==> config.mk <==
export PLATFORM = sky130hd
export DESIGN_NAME = adsr_envelope_with_slew
export DESIGN_NICKNAME = d
export VERILOG_FILES = /design/src/hw/rtl/adsr_pkg.sv /design/src/hw/rtl/adsr_div.sv /design/src/hw/rtl/adsr_sqrt.sv /design/src/hw/rtl/adsr_dp.sv /design/src/hw/rtl/adsr_ctrl.sv /design/src/hw/rtl/adsr_envelope_with_slew.sv
export SDC_FILE = /design/constraint.sdc
export NUM_CORES = 2
export LEC_CHECK = 0
export BUFFER_PORTS_ARGS = -buffer_cell sky130_fd_sc_hd__buf_4
export CAP_MARGIN = 40
export CORE_ASPECT_RATIO = 1.4
export CORE_MARGIN = 2
export CORE_UTILIZATION = 55
export CTS_BUF_LIST = sky130_fd_sc_hd__clkbuf_8
export DETAILED_ROUTE_END_ITERATION = 10
export GPL_TIMING_DRIVEN = 1
export PLACE_DENSITY_LB_ADDON = 0.15
export SLEW_MARGIN = 20
export SYNTH_ARGS = -nofsm -noshare
export SYNTH_HDL_FRONTEND = slang
export SYNTH_SLANG_ARGS = --single-unit
==> constraint.sdc <==
create_clock -name clk -period 11.4 [get_ports clk]
set_input_delay 0 -clock clk [delete_from_list [all_inputs] [get_ports clk]]
set_output_delay 0 -clock clk [all_outputs]
set_load 0.02 [all_outputs]
==> src/hw/rtl/adsr_pkg.sv <==
// ----------------------------------------------------------------------------
// adsr_pkg
// shared types and constants for the adsr envelope with slew limiter
// ----------------------------------------------------------------------------
package adsr_pkg;

    localparam int CFG_T_W   = 21;
    localparam int LVL_W     = 16;
    localparam int SHAPE_W   = 17;
    localparam int REL_W     = 32;
    localparam int MUL_A_W   = 21;
    localparam int MUL_B_W   = 17;
    localparam int PROD_W    = 38;
    localparam int ROOT_W    = 16;
    localparam int RAD_W     = 32;
    localparam int SQRT_CNT_W = 5;

    localparam logic [SHAPE_W-1:0] ONE_Q16   = 17'h10000;
    localparam logic [SHAPE_W-1:0] NO_NOTE   = 17'h1FFFF;
    localparam logic [LVL_W-1:0]   SLEW_STEP = 16'd655;

    localparam logic [CFG_T_W-1:0] ATTACK_RST  = 21'd4800;
    localparam logic [CFG_T_W-1:0] DECAY_RST   = 21'd19200;
    localparam logic [LVL_W-1:0]   SUSTAIN_RST = 16'd39322;
    localparam logic [CFG_T_W-1:0] RELEASE_RST = 21'd38400;

    // configuration register indexes
    localparam logic [1:0] REG_ATTACK  = 2'd0;
    localparam logic [1:0] REG_DECAY   = 2'd1;
    localparam logic [1:0] REG_SUSTAIN = 2'd2;
    localparam logic [1:0] REG_RELEASE = 2'd3;

    // envelope shape cases
    localparam logic [1:0] SHAPE_ONE     = 2'd0;
    localparam logic [1:0] SHAPE_ATT_DIV = 2'd1;
    localparam logic [1:0] SHAPE_SUS     = 2'd2;
    localparam logic [1:0] SHAPE_DEC_DIV = 2'd3;

    // multiplier operations
    localparam logic [1:0] MUL_NONE = 2'd0;
    localparam logic [1:0] MUL_DEC  = 2'd1;
    localparam logic [1:0] MUL_LVL  = 2'd2;
    localparam logic [1:0] MUL_TGT  = 2'd3;

    // divider operations
    localparam logic [1:0] DIV_NONE = 2'd0;
    localparam logic [1:0] DIV_ATT  = 2'd1;
    localparam logic [1:0] DIV_DEC  = 2'd2;
    localparam logic [1:0] DIV_REL  = 2'd3;

    typedef struct packed {
        logic       load_in;
        logic [1:0] mul_op;
        logic [1:0] div_op;
        logic       shape_fix;
        logic       shape_div;
        logic       tick;
        logic       rel_load;
        logic       step_div;
        logic       apply;
        logic       rel_dec;
        logic       tgt_prod;
        logic       slew;
        logic       sqrt_start;
        logic       out_load;
    } adsr_cmd_t;

    typedef struct packed {
        logic [1:0] shape_kind;
        logic       changed;
        logic       amp_zero;
        logic       rel_zero;
        logic       rel_len_zero;
        logic       div_done;
        logic       sqrt_done;
        logic       out_free;
    } adsr_status_t;

endpackage

==> src/hw/rtl/adsr_div.sv <==
// ----------------------------------------------------------------------------
// adsr_div
// bit-serial restoring divider, one quotient bit per cycle
// ----------------------------------------------------------------------------
module adsr_div #(
    parameter int NUM_W = 38
) (
    input  logic                        clk,
    input  logic                        rst_n,
    input  logic                        start,
    input  logic [NUM_W-1:0]            num,
    input  logic [adsr_pkg::CFG_T_W-1:0] den,
    output logic [NUM_W-1:0]            quot,
    output logic [adsr_pkg::CFG_T_W-1:0] rem,
    output logic                        done
);
    import adsr_pkg::*;

    localparam int CNT_W = $clog2(NUM_W + 1);

    logic [NUM_W-1:0]   q_reg;
    logic [CFG_T_W-1:0] r_reg;
    logic [CFG_T_W-1:0] den_reg;
    logic [CNT_W-1:0]   cnt_reg;
    logic               busy_reg;
    logic               done_reg;
    logic [CFG_T_W:0]   shifted;
    logic               ge;
    logic [CFG_T_W:0]   diff;

    assign shifted = {r_reg, q_reg[NUM_W-1]};
    assign ge      = shifted >= {1'b0, den_reg};
    assign diff    = shifted - {1'b0, den_reg};

    always_ff @(posedge clk or negedge rst_n)
    begin
        if (!rst_n)
        begin
            busy_reg <= 1'b0;
            done_reg <= 1'b0;
            cnt_reg  <= '0;
        end
        else
        begin
            done_reg <= busy_reg && (cnt_reg == CNT_W'(1));
            if (start)
            begin
                busy_reg <= 1'b1;
                cnt_reg  <= CNT_W'(NUM_W);
            end
            else if (busy_reg)
            begin
                cnt_reg <= cnt_reg - CNT_W'(1);
                if (cnt_reg == CNT_W'(1))
                begin
                    busy_reg <= 1'b0;
                end
            end
        end
    end

    always_ff @(posedge clk)
    begin
        if (start)
        begin
            q_reg   <= num;
            r_reg   <= '0;
            den_reg <= den;
        end
        else if (busy_reg)
        begin
            q_reg <= {q_reg[NUM_W-2:0], ge};
            r_reg <= ge ? diff[CFG_T_W-1:0] : shifted[CFG_T_W-1:0];
        end
    end

    assign quot = q_reg;
    assign rem  = r_reg;
    assign done = done_reg;

endmodule

==> src/hw/rtl/adsr_sqrt.sv <==
// ----------------------------------------------------------------------------
// adsr_sqrt
// digit-by-digit integer square root, one root bit per cycle
// ----------------------------------------------------------------------------
module adsr_sqrt (
    input  logic                        clk,
    input  logic                        rst_n,
    input  logic                        start,
    input  logic [adsr_pkg::RAD_W-1:0]  radicand,
    output logic [adsr_pkg::ROOT_W-1:0] root,
    output logic                        done
);
    import adsr_pkg::*;

    logic [RAD_W-1:0]      x_reg;
    logic [ROOT_W:0]       rem_reg;
    logic [ROOT_W-1:0]     root_reg;
    logic [SQRT_CNT_W-1:0] cnt_reg;
    logic                  busy_reg;
    logic                  done_reg;
    logic [ROOT_W+2:0]     trial_rem;
    logic [ROOT_W+2:0]     trial;
    logic                  ge;
    logic [ROOT_W+2:0]     diff;

    assign trial_rem = {rem_reg, x_reg[RAD_W-1:RAD_W-2]};
    assign trial     = {1'b0, root_reg, 2'b01};
    assign ge        = trial_rem >= trial;
    assign diff      = trial_rem - trial;

    always_ff @(posedge clk or negedge rst_n)
    begin
        if (!rst_n)
        begin
            busy_reg <= 1'b0;
            done_reg <= 1'b0;
            cnt_reg  <= '0;
        end
        else
        begin
            done_reg <= busy_reg && (cnt_reg == SQRT_CNT_W'(1));
            if (start)
            begin
                busy_reg <= 1'b1;
                cnt_reg  <= SQRT_CNT_W'(ROOT_W);
            end
            else if (busy_reg)
            begin
                cnt_reg <= cnt_reg - SQRT_CNT_W'(1);
                if (cnt_reg == SQRT_CNT_W'(1))
                begin
                    busy_reg <= 1'b0;
                end
            end
        end
    end

    always_ff @(posedge clk)
    begin
        if (start)
        begin
            x_reg    <= radicand;
            rem_reg  <= '0;
            root_reg <= '0;
        end
        else if (busy_reg)
        begin
            x_reg    <= {x_reg[RAD_W-3:0], 2'b00};
            rem_reg  <= ge ? diff[ROOT_W:0] : trial_rem[ROOT_W:0];
            root_reg <= {root_reg[ROOT_W-2:0], ge};
        end
    end

    assign root = root_reg;
    assign done = done_reg;

endmodule

==> src/hw/rtl/adsr_dp.sv <==
// ----------------------------------------------------------------------------
// adsr_dp
// datapath: configuration, envelope state, shared multiplier, divider, root
// ----------------------------------------------------------------------------
module adsr_dp #(
    parameter int TIME_BITS = 21
) (
    input  logic                          clk,
    input  logic                          rst_n,
    input  adsr_pkg::adsr_cmd_t           cmd,
    output adsr_pkg::adsr_status_t        status,
    input  logic [adsr_pkg::LVL_W-1:0]    amplitude,
    input  logic                          cfg_valid,
    input  logic [1:0]                    cfg_index,
    input  logic [adsr_pkg::CFG_T_W-1:0]  cfg_data,
    output logic                          out_valid,
    input  logic                          out_ready,
    output logic [adsr_pkg::LVL_W-1:0]    envelope_out
);
    import adsr_pkg::*;

    localparam int CMP_W = (TIME_BITS > CFG_T_W) ? TIME_BITS : CFG_T_W;
    localparam int NUM_W = (TIME_BITS + 16 > PROD_W) ? TIME_BITS + 16 : PROD_W;

    logic [CFG_T_W-1:0]   att_reg;
    logic [CFG_T_W-1:0]   dec_reg;
    logic [LVL_W-1:0]     sus_reg;
    logic [CFG_T_W-1:0]   rls_reg;
    logic [LVL_W-1:0]     amp_reg;
    logic [SHAPE_W-1:0]   last_reg;
    logic [TIME_BITS-1:0] elapsed_reg;
    logic [SHAPE_W-1:0]   shape_reg;
    logic [REL_W-1:0]     rl_reg;
    logic [REL_W-1:0]     step_reg;
    logic [PROD_W-1:0]    prod_reg;
    logic [LVL_W-1:0]     tgt_reg;
    logic [LVL_W-1:0]     sm_reg;
    logic [LVL_W-1:0]     out_reg;
    logic                 out_valid_reg;

    logic [CMP_W-1:0]     t_ext;
    logic [CMP_W-1:0]     a_ext;
    logic [CMP_W-1:0]     d_ext;
    logic [CMP_W-1:0]     u;
    logic [CMP_W-1:0]     dmu;
    logic [1:0]           kind;
    logic [MUL_A_W-1:0]   mul_a;
    logic [MUL_B_W-1:0]   mul_b;
    logic [NUM_W-1:0]     div_num;
    logic [CFG_T_W-1:0]   div_den;
    logic [NUM_W-1:0]     quot;
    logic [CFG_T_W-1:0]   rem;
    logic                 div_done;
    logic [ROOT_W-1:0]    root;
    logic                 sqrt_done;
    logic                 changed;
    logic [REL_W-1:0]     rl_new;
    logic [LVL_W-1:0]     diff;
    logic [LVL_W-1:0]     sm_next;

    assign t_ext = CMP_W'(elapsed_reg);
    assign a_ext = CMP_W'(att_reg);
    assign d_ext = CMP_W'(dec_reg);
    assign u     = t_ext - a_ext;
    assign dmu   = d_ext - u;

    always_comb
    begin
        if (t_ext <= a_ext)
        begin
            kind = (att_reg == '0) ? SHAPE_ONE : SHAPE_ATT_DIV;
        end
        else if ((dec_reg == '0) || (u > d_ext))
        begin
            kind = SHAPE_SUS;
        end
        else
        begin
            kind = SHAPE_DEC_DIV;
        end
    end

    // shared multiplier operand select
    always_comb
    begin
        case (cmd.mul_op)
            MUL_DEC:
            begin
                mul_a = dmu[MUL_A_W-1:0];
                mul_b = ONE_Q16 - {1'b0, sus_reg};
            end
            MUL_LVL:
            begin
                mul_a = (last_reg == NO_NOTE) ? '0 : MUL_A_W'(last_reg[LVL_W-1:0]);
                mul_b = shape_reg;
            end
            MUL_TGT:
            begin
                mul_a = MUL_A_W'(amp_reg);
                mul_b = shape_reg;
            end
            default:
            begin
                mul_a = '0;
                mul_b = '0;
            end
        endcase
    end

    always_comb
    begin
        case (cmd.div_op)
            DIV_ATT:
            begin
                div_num = NUM_W'({elapsed_reg, 16'h0000});
                div_den = att_reg;
            end
            DIV_DEC:
            begin
                div_num = NUM_W'(prod_reg);
                div_den = dec_reg;
            end
            DIV_REL:
            begin
                div_num = NUM_W'(prod_reg[REL_W-1:0]);
                div_den = rls_reg;
            end
            default:
            begin
                div_num = '0;
                div_den = '0;
            end
        endcase
    end

    adsr_div #(
        .NUM_W (NUM_W)
    ) u_div (
        .clk   (clk),
        .rst_n (rst_n),
        .start (cmd.div_op != DIV_NONE),
        .num   (div_num),
        .den   (div_den),
        .quot  (quot),
        .rem   (rem),
        .done  (div_done)
    );

    adsr_sqrt u_sqrt (
        .clk      (clk),
        .rst_n    (rst_n),
        .start    (cmd.sqrt_start),
        .radicand ({sm_reg, 16'h0000}),
        .root     (root),
        .done     (sqrt_done)
    );

    assign changed = {1'b0, amp_reg} != last_reg;
    assign rl_new  = (rl_reg > step_reg) ? rl_reg - step_reg : '0;

    // slew limiter
    always_comb
    begin
        diff = (tgt_reg > sm_reg) ? tgt_reg - sm_reg : sm_reg - tgt_reg;
        if (diff < SLEW_STEP)
        begin
            sm_next = tgt_reg;
        end
        else if (tgt_reg < sm_reg)
        begin
            sm_next = sm_reg - SLEW_STEP;
        end
        else
        begin
            sm_next = sm_reg + SLEW_STEP;
        end
    end

    always_ff @(posedge clk or negedge rst_n)
    begin
        if (!rst_n)
        begin
            att_reg       <= ATTACK_RST;
            dec_reg       <= DECAY_RST;
            sus_reg       <= SUSTAIN_RST;
            rls_reg       <= RELEASE_RST;
            last_reg      <= NO_NOTE;
            elapsed_reg   <= '0;
            rl_reg        <= '0;
            sm_reg        <= '0;
            out_valid_reg <= 1'b0;
        end
        else
        begin
            if (cfg_valid)
            begin
                case (cfg_index)
                    REG_ATTACK:  att_reg <= cfg_data;
                    REG_DECAY:   dec_reg <= cfg_data;
                    REG_SUSTAIN: sus_reg <= cfg_data[LVL_W-1:0];
                    REG_RELEASE: rls_reg <= cfg_data;
                    default:     att_reg <= att_reg;
                endcase
            end

            if (cmd.tick && (elapsed_reg != '1))
            begin
                elapsed_reg <= elapsed_reg + TIME_BITS'(1);
            end

            if (cmd.rel_load)
            begin
                rl_reg <= prod_reg[REL_W-1:0];
            end

            if (cmd.apply && changed)
            begin
                last_reg <= {1'b0, amp_reg};
                if ((amp_reg != '0) || (rl_reg == '0))
                begin
                    elapsed_reg <= '0;
                    rl_reg      <= '0;
                end
            end

            if (cmd.rel_dec)
            begin
                rl_reg <= rl_new;
            end

            if (cmd.slew)
            begin
                sm_reg <= sm_next;
            end

            if (cmd.out_load)
            begin
                out_valid_reg <= 1'b1;
            end
            else if (out_ready)
            begin
                out_valid_reg <= 1'b0;
            end
        end
    end

    always_ff @(posedge clk)
    begin
        if (cmd.load_in)
        begin
            amp_reg <= amplitude;
        end
        if (cmd.mul_op != MUL_NONE)
        begin
            prod_reg <= PROD_W'(mul_a) * PROD_W'(mul_b);
        end
        if (cmd.shape_fix)
        begin
            shape_reg <= (kind == SHAPE_ONE) ? ONE_Q16 : {1'b0, sus_reg};
        end
        else if (cmd.shape_div)
        begin
            shape_reg <= (kind == SHAPE_DEC_DIV) ? {1'b0, sus_reg} + quot[SHAPE_W-1:0]
                                                : quot[SHAPE_W-1:0];
        end
        else if (cmd.apply && changed && ((amp_reg != '0) || (rl_reg == '0)))
        begin
            shape_reg <= (att_reg == '0) ? ONE_Q16 : '0;
        end
        if (cmd.rel_load && (rls_reg == '0))
        begin
            step_reg <= prod_reg[REL_W-1:0];
        end
        else if (cmd.step_div)
        begin
            // round the per-sample step up
            step_reg <= quot[REL_W-1:0] + REL_W'(rem != '0);
        end
        if (cmd.rel_dec)
        begin
            tgt_reg <= rl_new[REL_W-1:REL_W-LVL_W];
        end
        else if (cmd.tgt_prod)
        begin
            tgt_reg <= prod_reg[REL_W-1:REL_W-LVL_W];
        end
        if (cmd.out_load)
        begin
            out_reg <= root;
        end
    end

    assign status.shape_kind   = kind;
    assign status.changed      = changed;
    assign status.amp_zero     = amp_reg == '0;
    assign status.rel_zero     = rl_reg == '0;
    assign status.rel_len_zero = rls_reg == '0;
    assign status.div_done     = div_done;
    assign status.sqrt_done    = sqrt_done;
    assign status.out_free     = !out_valid_reg || out_ready;

    assign out_valid    = out_valid_reg;
    assign envelope_out = out_reg;

endmodule

==> src/hw/rtl/adsr_ctrl.sv <==
// ----------------------------------------------------------------------------
// adsr_ctrl
// controller state machine sequencing one envelope sample through the datapath
// ----------------------------------------------------------------------------
module adsr_ctrl (
    input  logic                   clk,
    input  logic                   rst_n,
    input  logic                   in_valid,
    output logic                   in_ready,
    input  adsr_pkg::adsr_status_t status,
    output adsr_pkg::adsr_cmd_t    cmd
);
    import adsr_pkg::*;

    localparam logic [3:0] ST_IDLE      = 4'd0;
    localparam logic [3:0] ST_SHAPE     = 4'd1;
    localparam logic [3:0] ST_MUL_DEC   = 4'd2;
    localparam logic [3:0] ST_DIV_SHAPE = 4'd3;
    localparam logic [3:0] ST_UPDATE    = 4'd4;
    localparam logic [3:0] ST_REL_START = 4'd5;
    localparam logic [3:0] ST_DIV_REL   = 4'd6;
    localparam logic [3:0] ST_APPLY     = 4'd7;
    localparam logic [3:0] ST_TARGET    = 4'd8;
    localparam logic [3:0] ST_TGT_MUL   = 4'd9;
    localparam logic [3:0] ST_SLEW      = 4'd10;
    localparam logic [3:0] ST_SQRT_GO   = 4'd11;
    localparam logic [3:0] ST_SQRT      = 4'd12;
    localparam logic [3:0] ST_OUT       = 4'd13;

    logic [3:0] state_reg;
    logic [3:0] state_next;

    always_ff @(posedge clk or negedge rst_n)
    begin
        if (!rst_n)
        begin
            state_reg <= ST_IDLE;
        end
        else
        begin
            state_reg <= state_next;
        end
    end

    always_comb
    begin
        cmd        = '0;
        state_next = state_reg;
        case (state_reg)
            ST_IDLE:
            begin
                if (in_valid)
                begin
                    cmd.load_in = 1'b1;
                    state_next  = ST_SHAPE;
                end
            end
            ST_SHAPE:
            begin
                case (status.shape_kind)
                    SHAPE_ATT_DIV:
                    begin
                        cmd.div_op = DIV_ATT;
                        state_next = ST_DIV_SHAPE;
                    end
                    SHAPE_DEC_DIV:
                    begin
                        cmd.mul_op = MUL_DEC;
                        state_next = ST_MUL_DEC;
                    end
                    default:
                    begin
                        cmd.shape_fix = 1'b1;
                        state_next    = ST_UPDATE;
                    end
                endcase
            end
            ST_MUL_DEC:
            begin
                cmd.div_op = DIV_DEC;
                state_next = ST_DIV_SHAPE;
            end
            ST_DIV_SHAPE:
            begin
                if (status.div_done)
                begin
                    cmd.shape_div = 1'b1;
                    state_next    = ST_UPDATE;
                end
            end
            ST_UPDATE:
            begin
                cmd.tick = 1'b1;
                // note off starts a release from the current level
                if (status.changed && status.amp_zero)
                begin
                    cmd.mul_op = MUL_LVL;
                    state_next = ST_REL_START;
                end
                else
                begin
                    state_next = ST_APPLY;
                end
            end
            ST_REL_START:
            begin
                cmd.rel_load = 1'b1;
                if (status.rel_len_zero)
                begin
                    state_next = ST_APPLY;
                end
                else
                begin
                    cmd.div_op = DIV_REL;
                    state_next = ST_DIV_REL;
                end
            end
            ST_DIV_REL:
            begin
                if (status.div_done)
                begin
                    cmd.step_div = 1'b1;
                    state_next   = ST_APPLY;
                end
            end
            ST_APPLY:
            begin
                cmd.apply  = 1'b1;
                state_next = ST_TARGET;
            end
            ST_TARGET:
            begin
                if (!status.rel_zero)
                begin
                    cmd.rel_dec = 1'b1;
                    state_next  = ST_SLEW;
                end
                else
                begin
                    cmd.mul_op = MUL_TGT;
                    state_next = ST_TGT_MUL;
                end
            end
            ST_TGT_MUL:
            begin
                cmd.tgt_prod = 1'b1;
                state_next   = ST_SLEW;
            end
            ST_SLEW:
            begin
                cmd.slew   = 1'b1;
                state_next = ST_SQRT_GO;
            end
            ST_SQRT_GO:
            begin
                cmd.sqrt_start = 1'b1;
                state_next     = ST_SQRT;
            end
            ST_SQRT:
            begin
                if (status.sqrt_done)
                begin
                    state_next = ST_OUT;
                end
            end
            ST_OUT:
            begin
                if (status.out_free)
                begin
                    cmd.out_load = 1'b1;
                    state_next   = ST_IDLE;
                end
            end
            default:
            begin
                state_next = ST_IDLE;
            end
        endcase
    end

    assign in_ready = state_reg == ST_IDLE;

endmodule

==> src/hw/rtl/adsr_envelope_with_slew.sv <==
// timing: set by the shared bit-serial divider (quotient width 38 at TIME_BITS up to 22,
//   TIME_BITS+16 above, up to two divisions per sample) and the bit-serial square root;
//   a finished sample waits in the output state until the output is free
// throughput: one sample at a time, the next is taken once the result is registered
// reset: rst_n is asynchronous, active low; control and configuration registers return to
//   their defaults, the envelope restarts with no note and a zero smoothed level
// ----------------------------------------------------------------------------
// adsr_envelope_with_slew
// adsr envelope with slew limiter and square-root shaping, one sample per item
// ----------------------------------------------------------------------------
module adsr_envelope_with_slew #(
    parameter int TIME_BITS = 21
) (
    input  logic        clk,
    input  logic        rst_n,
    input  logic        s_axis_tvalid,
    output logic        s_axis_tready,
    input  logic [15:0] s_axis_tdata,   // [15:0] amplitude
    output logic        m_axis_tvalid,
    input  logic        m_axis_tready,
    output logic [15:0] m_axis_tdata,   // [15:0] envelope_out
    input  logic        cfg_valid,
    output logic        cfg_ready,
    input  logic [1:0]  cfg_index,
    input  logic [20:0] cfg_data
);
    import adsr_pkg::*;

    adsr_cmd_t    cmd;
    adsr_status_t status;

    adsr_ctrl u_ctrl (
        .clk      (clk),
        .rst_n    (rst_n),
        .in_valid (s_axis_tvalid),
        .in_ready (s_axis_tready),
        .status   (status),
        .cmd      (cmd)
    );

    adsr_dp #(
        .TIME_BITS (TIME_BITS)
    ) u_dp (
        .clk          (clk),
        .rst_n        (rst_n),
        .cmd          (cmd),
        .status       (status),
        .amplitude    (s_axis_tdata),
        .cfg_valid    (cfg_valid),
        .cfg_index    (cfg_index),
        .cfg_data     (cfg_data),
        .out_valid    (m_axis_tvalid),
        .out_ready    (m_axis_tready),
        .envelope_out (m_axis_tdata)
    );

    assign cfg_ready = 1'b1;

`ifndef SYNTHESIS
    // one sample in flight: a new transaction closes the input side
    a_single_item: assert property (@(posedge clk) disable iff (!rst_n)
        (s_axis_tvalid && s_axis_tready) |=> !s_axis_tready)
        else $error("input accepted while a sample is in flight");

    // a fresh result is only produced while a sample is in flight
    a_result_source: assert property (@(posedge clk) disable iff (!rst_n)
        $rose(m_axis_tvalid) |-> !$past(s_axis_tready))
        else $error("result appeared with no sample in flight");
`endif

endmodule
Word-level counts from Yosys, hierarchy flattened
Index checks and enable logic that the tools add are counted.

Register bits: 449. Bits of input ports: 44. Word-level logic and storage cells: 203.

$add $sub $neg: 15. Multipliers: 1. Magnitude comparators: 8. Eq/ne operators: 34. Mux-type cells: 81. Reduce and logical (&&, ||, !) cells: 36.

Operators with widths (count): 32-bit 2-to-1 mux (9); 21-bit case mux with 3 select lines (2); 17-bit 2-to-1 mux (7); 38-bit case mux with 3 select lines (1); 16-bit 2-to-1 mux (6); 21-bit 2-to-1 mux (4); 38-bit 2-to-1 mux (2); 21-bit logical NOT (3); 21-bit subtractor (3); 4-bit case mux with 14 select lines (1); 21-bit by 17-bit multiplier with 38-bit output (1); 17-bit case mux with 2 select lines (1); 32-bit by 1-bit adder with 32-bit output (1); 32-bit greater-than comparator (1); 32-bit logical NOT (1); 16-bit subtractor (2); 32-bit subtractor (1); 1-bit 2-to-1 mux (30); 4-bit == test (second input constant) (6); 22-bit by 21-bit greater-or-equal comparator with 1-bit output (1); 21-bit by 1-bit adder with 21-bit output (second input constant) (1); 21-bit greater-than comparator (1); 21-bit less-or-equal comparator (1); 21-bit inequality test (second input constant) (1); 41 further kinds (88).

Longest topological paths before layout
Word-level depth: 12. Depth in mapped cells: 51.

Hierarchy
A second synthesis with hierarchy kept.

Cell total of the unflattened synthesis: 4410. Area total of the unflattened synthesis: 41392.2 µm².

Modules (own cells, without submodules): adsr_dp (times used 1, cells each 3551, area each 32189.6 µm²); adsr_div (times used 1, cells each 415, area each 4753.3 µm²); adsr_sqrt (times used 1, cells each 365, area each 3885.0 µm²); adsr_ctrl (times used 1, cells each 77, area each 553.0 µm²); adsr_envelope_with_slew (times used 1, cells each 2, area each 11.3 µm²).

Worst setup path before layout
Ideal clock, no wire load.

Path type: register to register. Start point: register u_dp.elapsed_reg[2]. End point: register u_dp.prod_reg[37], data pin. Setup time: 0.263 ns. Data arrival time: 10.472 ns. Required time: 11.137 ns. Setup slack: 0.665 ns. Cell stages (with the launch flop): 44. Clock period less this slack: 10.735 ns. Path through: dfrtp_1 > ha_1 > nor2b_1 > o21ai_0 > a21boi_0 > o41ai_1 > a21boi_0 > o211ai_1 > nand3_1 > nand2_1 > o21ai_0 > o41ai_1 > xor2_1 > ha_1 > nand2_1 > or2_2 > o31a_1 > clkbuf_1 > [8 not listed] > fa_1 > inv_1 > fa_1 > inv_1 > fa_1 > inv_1 > fa_1 > inv_1 > ha_1 > nand2_1 > o31a_1 > nand2b_1 > o31ai_1 > a211oi_1 > o31a_1 > o31ai_1 > or4_1 > nand3_1.

Word-level cells in the longest chain between the ends: 12. Elaborated cells between the ends (all ways): 17.

RTL lines: start: declaration (line adsr_dp.sv:31) `logic [TIME_BITS-1:0] elapsed_reg;`; start signal: assignment (line adsr_dp.sv:208) `elapsed_reg <= elapsed_reg + TIME_BITS'(1);`; 21-bit subtractor (line adsr_dp.sv:64) `assign u = t_ext - a_ext;`; 21-bit greater-than comparator (line adsr_dp.sv:73) `else if ((dec_reg == '0) || (u > d_ext))`; 1-bit logical OR (line adsr_dp.sv:73); 1-bit 2-to-1 mux (line adsr_dp.sv:73); 2-bit 2-to-1 mux (line adsr_dp.sv:69) `if (t_ext <= a_ext)`; 2-bit == test (line adsr_ctrl.sv:60) `case (status.shape_kind)`; 1-bit 2-to-1 mux (line adsr_ctrl.sv:60); 2-bit case mux with 3 select lines (line adsr_ctrl.sv:49) `case (state_reg)`; 2-bit == test (line adsr_dp.sv:86) `case (cmd.mul_op)`; 2-bit OR reduction (no line); 17-bit case mux with 2 select lines (line adsr_dp.sv:86); 21-bit by 17-bit multiplier with 38-bit output (*) (line adsr_dp.sv:255) `prod_reg <= PROD_W'(mul_a) * PROD_W'(mul_b);`; end signal: assignment (line adsr_dp.sv:255); end: declaration (line adsr_dp.sv:35) `logic [PROD_W-1:0] prod_reg;`.

Mark *: on every way between the ends. The rest lies on a longest branch, timed or not. A chain may end at the register's enable or synchronous reset.

Worst setup path in the final report
Start point: register u_dp.att_reg[2], in the netlist u_dp.a_ext[2]. End point: register u_dp.prod_reg[37], data pin.

Word-level cells in the longest chain between the ends: 12. Elaborated cells between the ends (all ways): 19.

RTL lines: start: declaration (line adsr_dp.sv:25) `logic [CFG_T_W-1:0] att_reg;`; start signal: assignment (line adsr_dp.sv:198) `REG_ATTACK: att_reg <= cfg_data;`; start signal: assignment (line adsr_dp.sv:202) `default: att_reg <= att_reg;`; 21-bit subtractor (line adsr_dp.sv:64); 21-bit greater-than comparator (line adsr_dp.sv:73); 1-bit logical OR (line adsr_dp.sv:73); 1-bit 2-to-1 mux (line adsr_dp.sv:73); 2-bit 2-to-1 mux (line adsr_dp.sv:69); 2-bit == test (line adsr_ctrl.sv:60); 1-bit 2-to-1 mux (line adsr_ctrl.sv:60); 2-bit case mux with 3 select lines (line adsr_ctrl.sv:49); 2-bit == test (line adsr_dp.sv:86); 2-bit OR reduction (no line); 17-bit case mux with 2 select lines (line adsr_dp.sv:86); 21-bit by 17-bit multiplier with 38-bit output (*) (line adsr_dp.sv:255).

Marks and branches as above.

==> flow_metrics.py <==
metrics = {
    "routing": {
        "drtIter0Drc": 2113,
        "ant_nets": 0,
        "wl_um": 113600,
        "drc": 0,
        "wl_per_cell_um": 20.53,
        "routed_via_density": 5.830,
        "num_vias": 32250,
        "first_pass_iters": 7,
    },
    "global_route": {
        "grt_pass1_vias": 32840,
        "grt_pass1_wl_um": 179900,
        "antenna_found_initial": 1,
        "grtUsageTotal": 0.3091,
        "grt-ovfl-total": 0,
        "grt_start_max_net_pins": 63,
    },
    "sta": {
        "fin_crit_sh": 0.9552,
        "timing.setup.tns_ps": 0,
        "setup_slack_ps": 510.9,
        "period_minus_slack_ps": 10890,
        "hold_violations": 0,
        "maxSlewViolCount": 0,
        "hold_ws_ps": 42.58,
        "setup_viol": 0,
        "max_freq_mhz": 91.83,
        "worst_pin_slew_ps": 873.0,
        "final.setup_skew_ps": 61.72,
        "slew_headroom": 0.4088,
    },
    "floorplan": {
        "io_pins": 63,
        "start_util": 0.5570,
        "fp.dieH_um": 322.8,
        "die-area_um2": 74820,
        "core_area_um2": 71700,
        "die_x_um": 231.7,
        "row_count": 116,
    },
    "run_status": {
        "status": "finished, final reports clean",
    },
    "setup_path": {
        "path_depth": 48,
        "path_delay_family": "adder cells",
        "ff2ff_path_depth": 48,
        "crit_fanout": 23,
        "cp.arrival_ps": 11470,
        "cp_slowest_stage_delay_ps": 550,
        "rrSetupSlack_ps": 510,
        "critPathKind": "reg -> reg",
        "cp_num_buf_inv": 11,
        "start_kind": "flop",
        "r2r_end": "u_dp.prod_reg[37]$_DFFE_PP_",
        "worstPathRequired_ps": 11980,
        "critPathCaptureType": "flop",
        "crit_start": "u_dp.a_ext[2]$_DFFE_PN0P_",
        "crit_slowest_cell": "fa_1",
        "rr_startpoint": "u_dp.a_ext[2]$_DFFE_PN0P_",
    },
    "synth": {
        "synthArstFlopShare": 0.4120,
        "synth_seq_area_share": 0.3020,
        "avgSynthCellArea_um2": 9.200,
        "syn_area_um2": 39940,
        "ys_types": 87,
        "synth_nets": 4971,
        "yosys_most_used_dff": "edfxtp_1",
        "synth-seq-cells": 449,
        "netlist_instances": 4341,
        "yosys_warnings": 0,
        "synth_edf_count": 210,
    },
    "power_and_ir_drop": {
        "power_density_nw_per_um2": 206.0,
        "totalPowerFinal_mw": 9.207,
        "irDropWorstVdd_v": 0.0001296,
        "leakage_nw": 20.64,
    },
    "cts": {
        "cts_tree": "yes",
        "cts_max_level": 3,
        "clock-sinks": 449,
        "cts-root-buf": "clkbuf_8",
        "worstSkewPairLatency_ps": 710,
        "cts_buffers": 77,
        "cts_buffer_depth": 3,
        "path_clk_slew_ps": 70,
    },
    "place": {
        "hpwlAfterDp_um": 89160,
        "place_inst": 5312,
        "portBuffers": 61,
        "gp_congestion": 1.010,
        "placed_cell_area_um2": 42160,
        "dp_slack_ps": -120.3,
    },
    "finish": {
        "stdcell_count": 5532,
        "fin_area_um2": 44700,
        "fill_cells": 6232,
        "nNetsFinal": 5152,
        "area_growth_pct": 11.91,
        "drive_gt1_frac": 0.1068,
        "utilization": 0.6234,
    },
    "flow_run": {
        "cap_violations": 0,
    },
    "worst_hold_path": {
        "hold_end": "u_dp.amp_reg[4]$_DFFE_PP_",
        "hold_depth": 2,
        "hp-start": "s_axis_tdata[4]",
        "worst_hold_path_type": "in -> reg",
    },
}
how the worst max path moves through the flow:
| stage | slack (ps) | endpoint |
|---|---|---|
| 5_1_grt | -80 | u_dp.prod_reg[37]$_DFFE_PP_ |
| 2_1_floorplan | 660 | u_dp.prod_reg[37]$_DFFE_PP_ |
| 4_1_cts | 80 | u_dp.prod_reg[37]$_DFFE_PP_ |
| 3_5_place_dp | -120 | u_dp.prod_reg[37]$_DFFE_PP_ |
| 3_3_place_gp | 20 | u_dp.prod_reg[37]$_DFFE_PP_ |
| 6_report | 510 | u_dp.prod_reg[37]$_DFFE_PP_ |
layout by cell type, fill, tap and decap left out, drive strengths merged, types with 28 or more instances in the layout:
| master | netlist | layout |
|---|---|---|
| fa | 292 | 292 |
| o21ai | 260 | 260 |
| or3 | 33 | 33 |
| nand4 | 42 | 42 |
| dlygate4sd3 | 0 | 69 |
| a21o | 65 | 65 |
| nor2 | 223 | 223 |
| dfxtp | 54 | 54 |
| o22ai | 28 | 28 |
| dfstp | 37 | 37 |
| and3 | 31 | 31 |
| a22oi | 33 | 33 |
| nand2b | 33 | 33 |
| dfrtp | 148 | 148 |
| mux2 | 80 | 80 |
| nor4 | 38 | 38 |
| xnor2 | 125 | 125 |
| nor3 | 75 | 75 |
| xor2 | 111 | 111 |
| ha | 294 | 294 |
| buf | 25 | 195 |
| a21oi | 183 | 183 |
| nand2 | 573 | 573 |
| o21bai | 28 | 28 |
| mux2i | 119 | 119 |
| edfxtp | 210 | 210 |
| and2 | 93 | 93 |
| o21a | 28 | 28 |
| clkbuf | 138 | 90 |
| nand3 | 82 | 82 |
| inv | 585 | 611 |
routing by layer:
| layer | GRT usage | routed length [µm] |
|---|---|---|
| met5 | 0 | 0 |
| met4 | 0.1792 | 7234 |
| met3 | 0.03711 | 5667 |
| met2 | 0.5579 | 58250 |
| met1 | 0.3509 | 42440 |
final cells by class:
| class | count | area [µm²] | share of cell area |
|---|---|---|---|
| Clock buffer | 89 | 1225 | 0.02741 |
| Sequential cell | 449 | 12060 | 0.2699 |
| Inverter | 586 | 2200 | 0.04921 |
| Antenna cell | 2 | 5.005 | 0.0001120 |
| Tap cell | 944 | 1181 | 0.02643 |
| Clock inverter | 54 | 460.4 | 0.01030 |
| Multi-Input combinational cell | 3143 | 25160 | 0.5630 |
| Timing Repair Buffer | 265 | 2399 | 0.05366 |
cell usage after synthesis, types with 9 or more instances:
library cell / count / area share
a22oi_1: 33 / 0.0062
and2_1: 91 / 0.014
or2_2: 12 / 0.0019
o21a_1: 28 / 0.0053
xnor2_1: 125 / 0.027
fa_1: 292 / 0.15
a211oi_1: 17 / 0.0032
or4_1: 11 / 0.0021
nor3_1: 73 / 0.0091
o31ai_1: 10 / 0.0019
nand2_1: 573 / 0.054
buf_2: 16 / 0.0020
o211ai_1: 12 / 0.0023
edfxtp_1: 210 / 0.16
o22ai_1: 28 / 0.0044
a21oi_1: 183 / 0.023
o21ai_0: 245 / 0.031
a221o_1: 18 / 0.0045
a22o_1: 12 / 0.0026
or3_1: 27 / 0.0042
o21bai_1: 28 / 0.0053
mux2i_1: 119 / 0.030
nor2b_1: 23 / 0.0036
dfxtp_1: 54 / 0.027
a222oi_1: 21 / 0.0053
mux2_2: 80 / 0.023
dfrtp_1: 148 / 0.093
nand4_1: 42 / 0.0066
ha_1: 294 / 0.092
a31oi_1: 19 / 0.0030
inv_1: 585 / 0.055
and3_1: 31 / 0.0049
clkbuf_1: 138 / 0.013
xor2_1: 111 / 0.024
a21o_1: 65 / 0.012
dfstp_2: 37 / 0.024
o31a_1: 9 / 0.0020
nand2b_1: 33 / 0.0052
nor2_1: 223 / 0.021
o21ai_1: 14 / 0.0018
nand3_1: 82 / 0.010
nor4_1: 37 / 0.0058
logic make-up after synthesis:
group	share of synthesized area
other	0.00009389
adder cells (fa/ha/maj)	0.2385
buffers and inverters	0.07137
flip-flops	0.3020
multiplexers	0.05238
XOR/XNOR	0.05175
AO/OA/AOI/OAI	0.1332
AND/OR/NAND/NOR	0.1507
repair_timing:
| action | CTS | global route |
|---|---|---|
| setup buffers | 0 | 4 |
| endpoints found under the setup margin | 2 | 14 |
| hold endpoints to repair | 192 | 0 |
| gates resized for setup | 4 | 26 |
| pin swaps | 0 | 5 |
| hold buffers | 70 | 0 |
report_power, final:
part / total (mW) / switching, mW / internal, mW / leakage (nW)
Sequential: 2.80 / 0.505 / 2.29 / 4.67
Clock: 1.60 / 0.722 / 0.883 / 0.933
Combinational: 4.81 / 2.74 / 2.07 / 15.0
Total: 9.21 / 3.96 / 5.24 / 20.6
No activity file was read; power rests on OpenSTA's default activity.
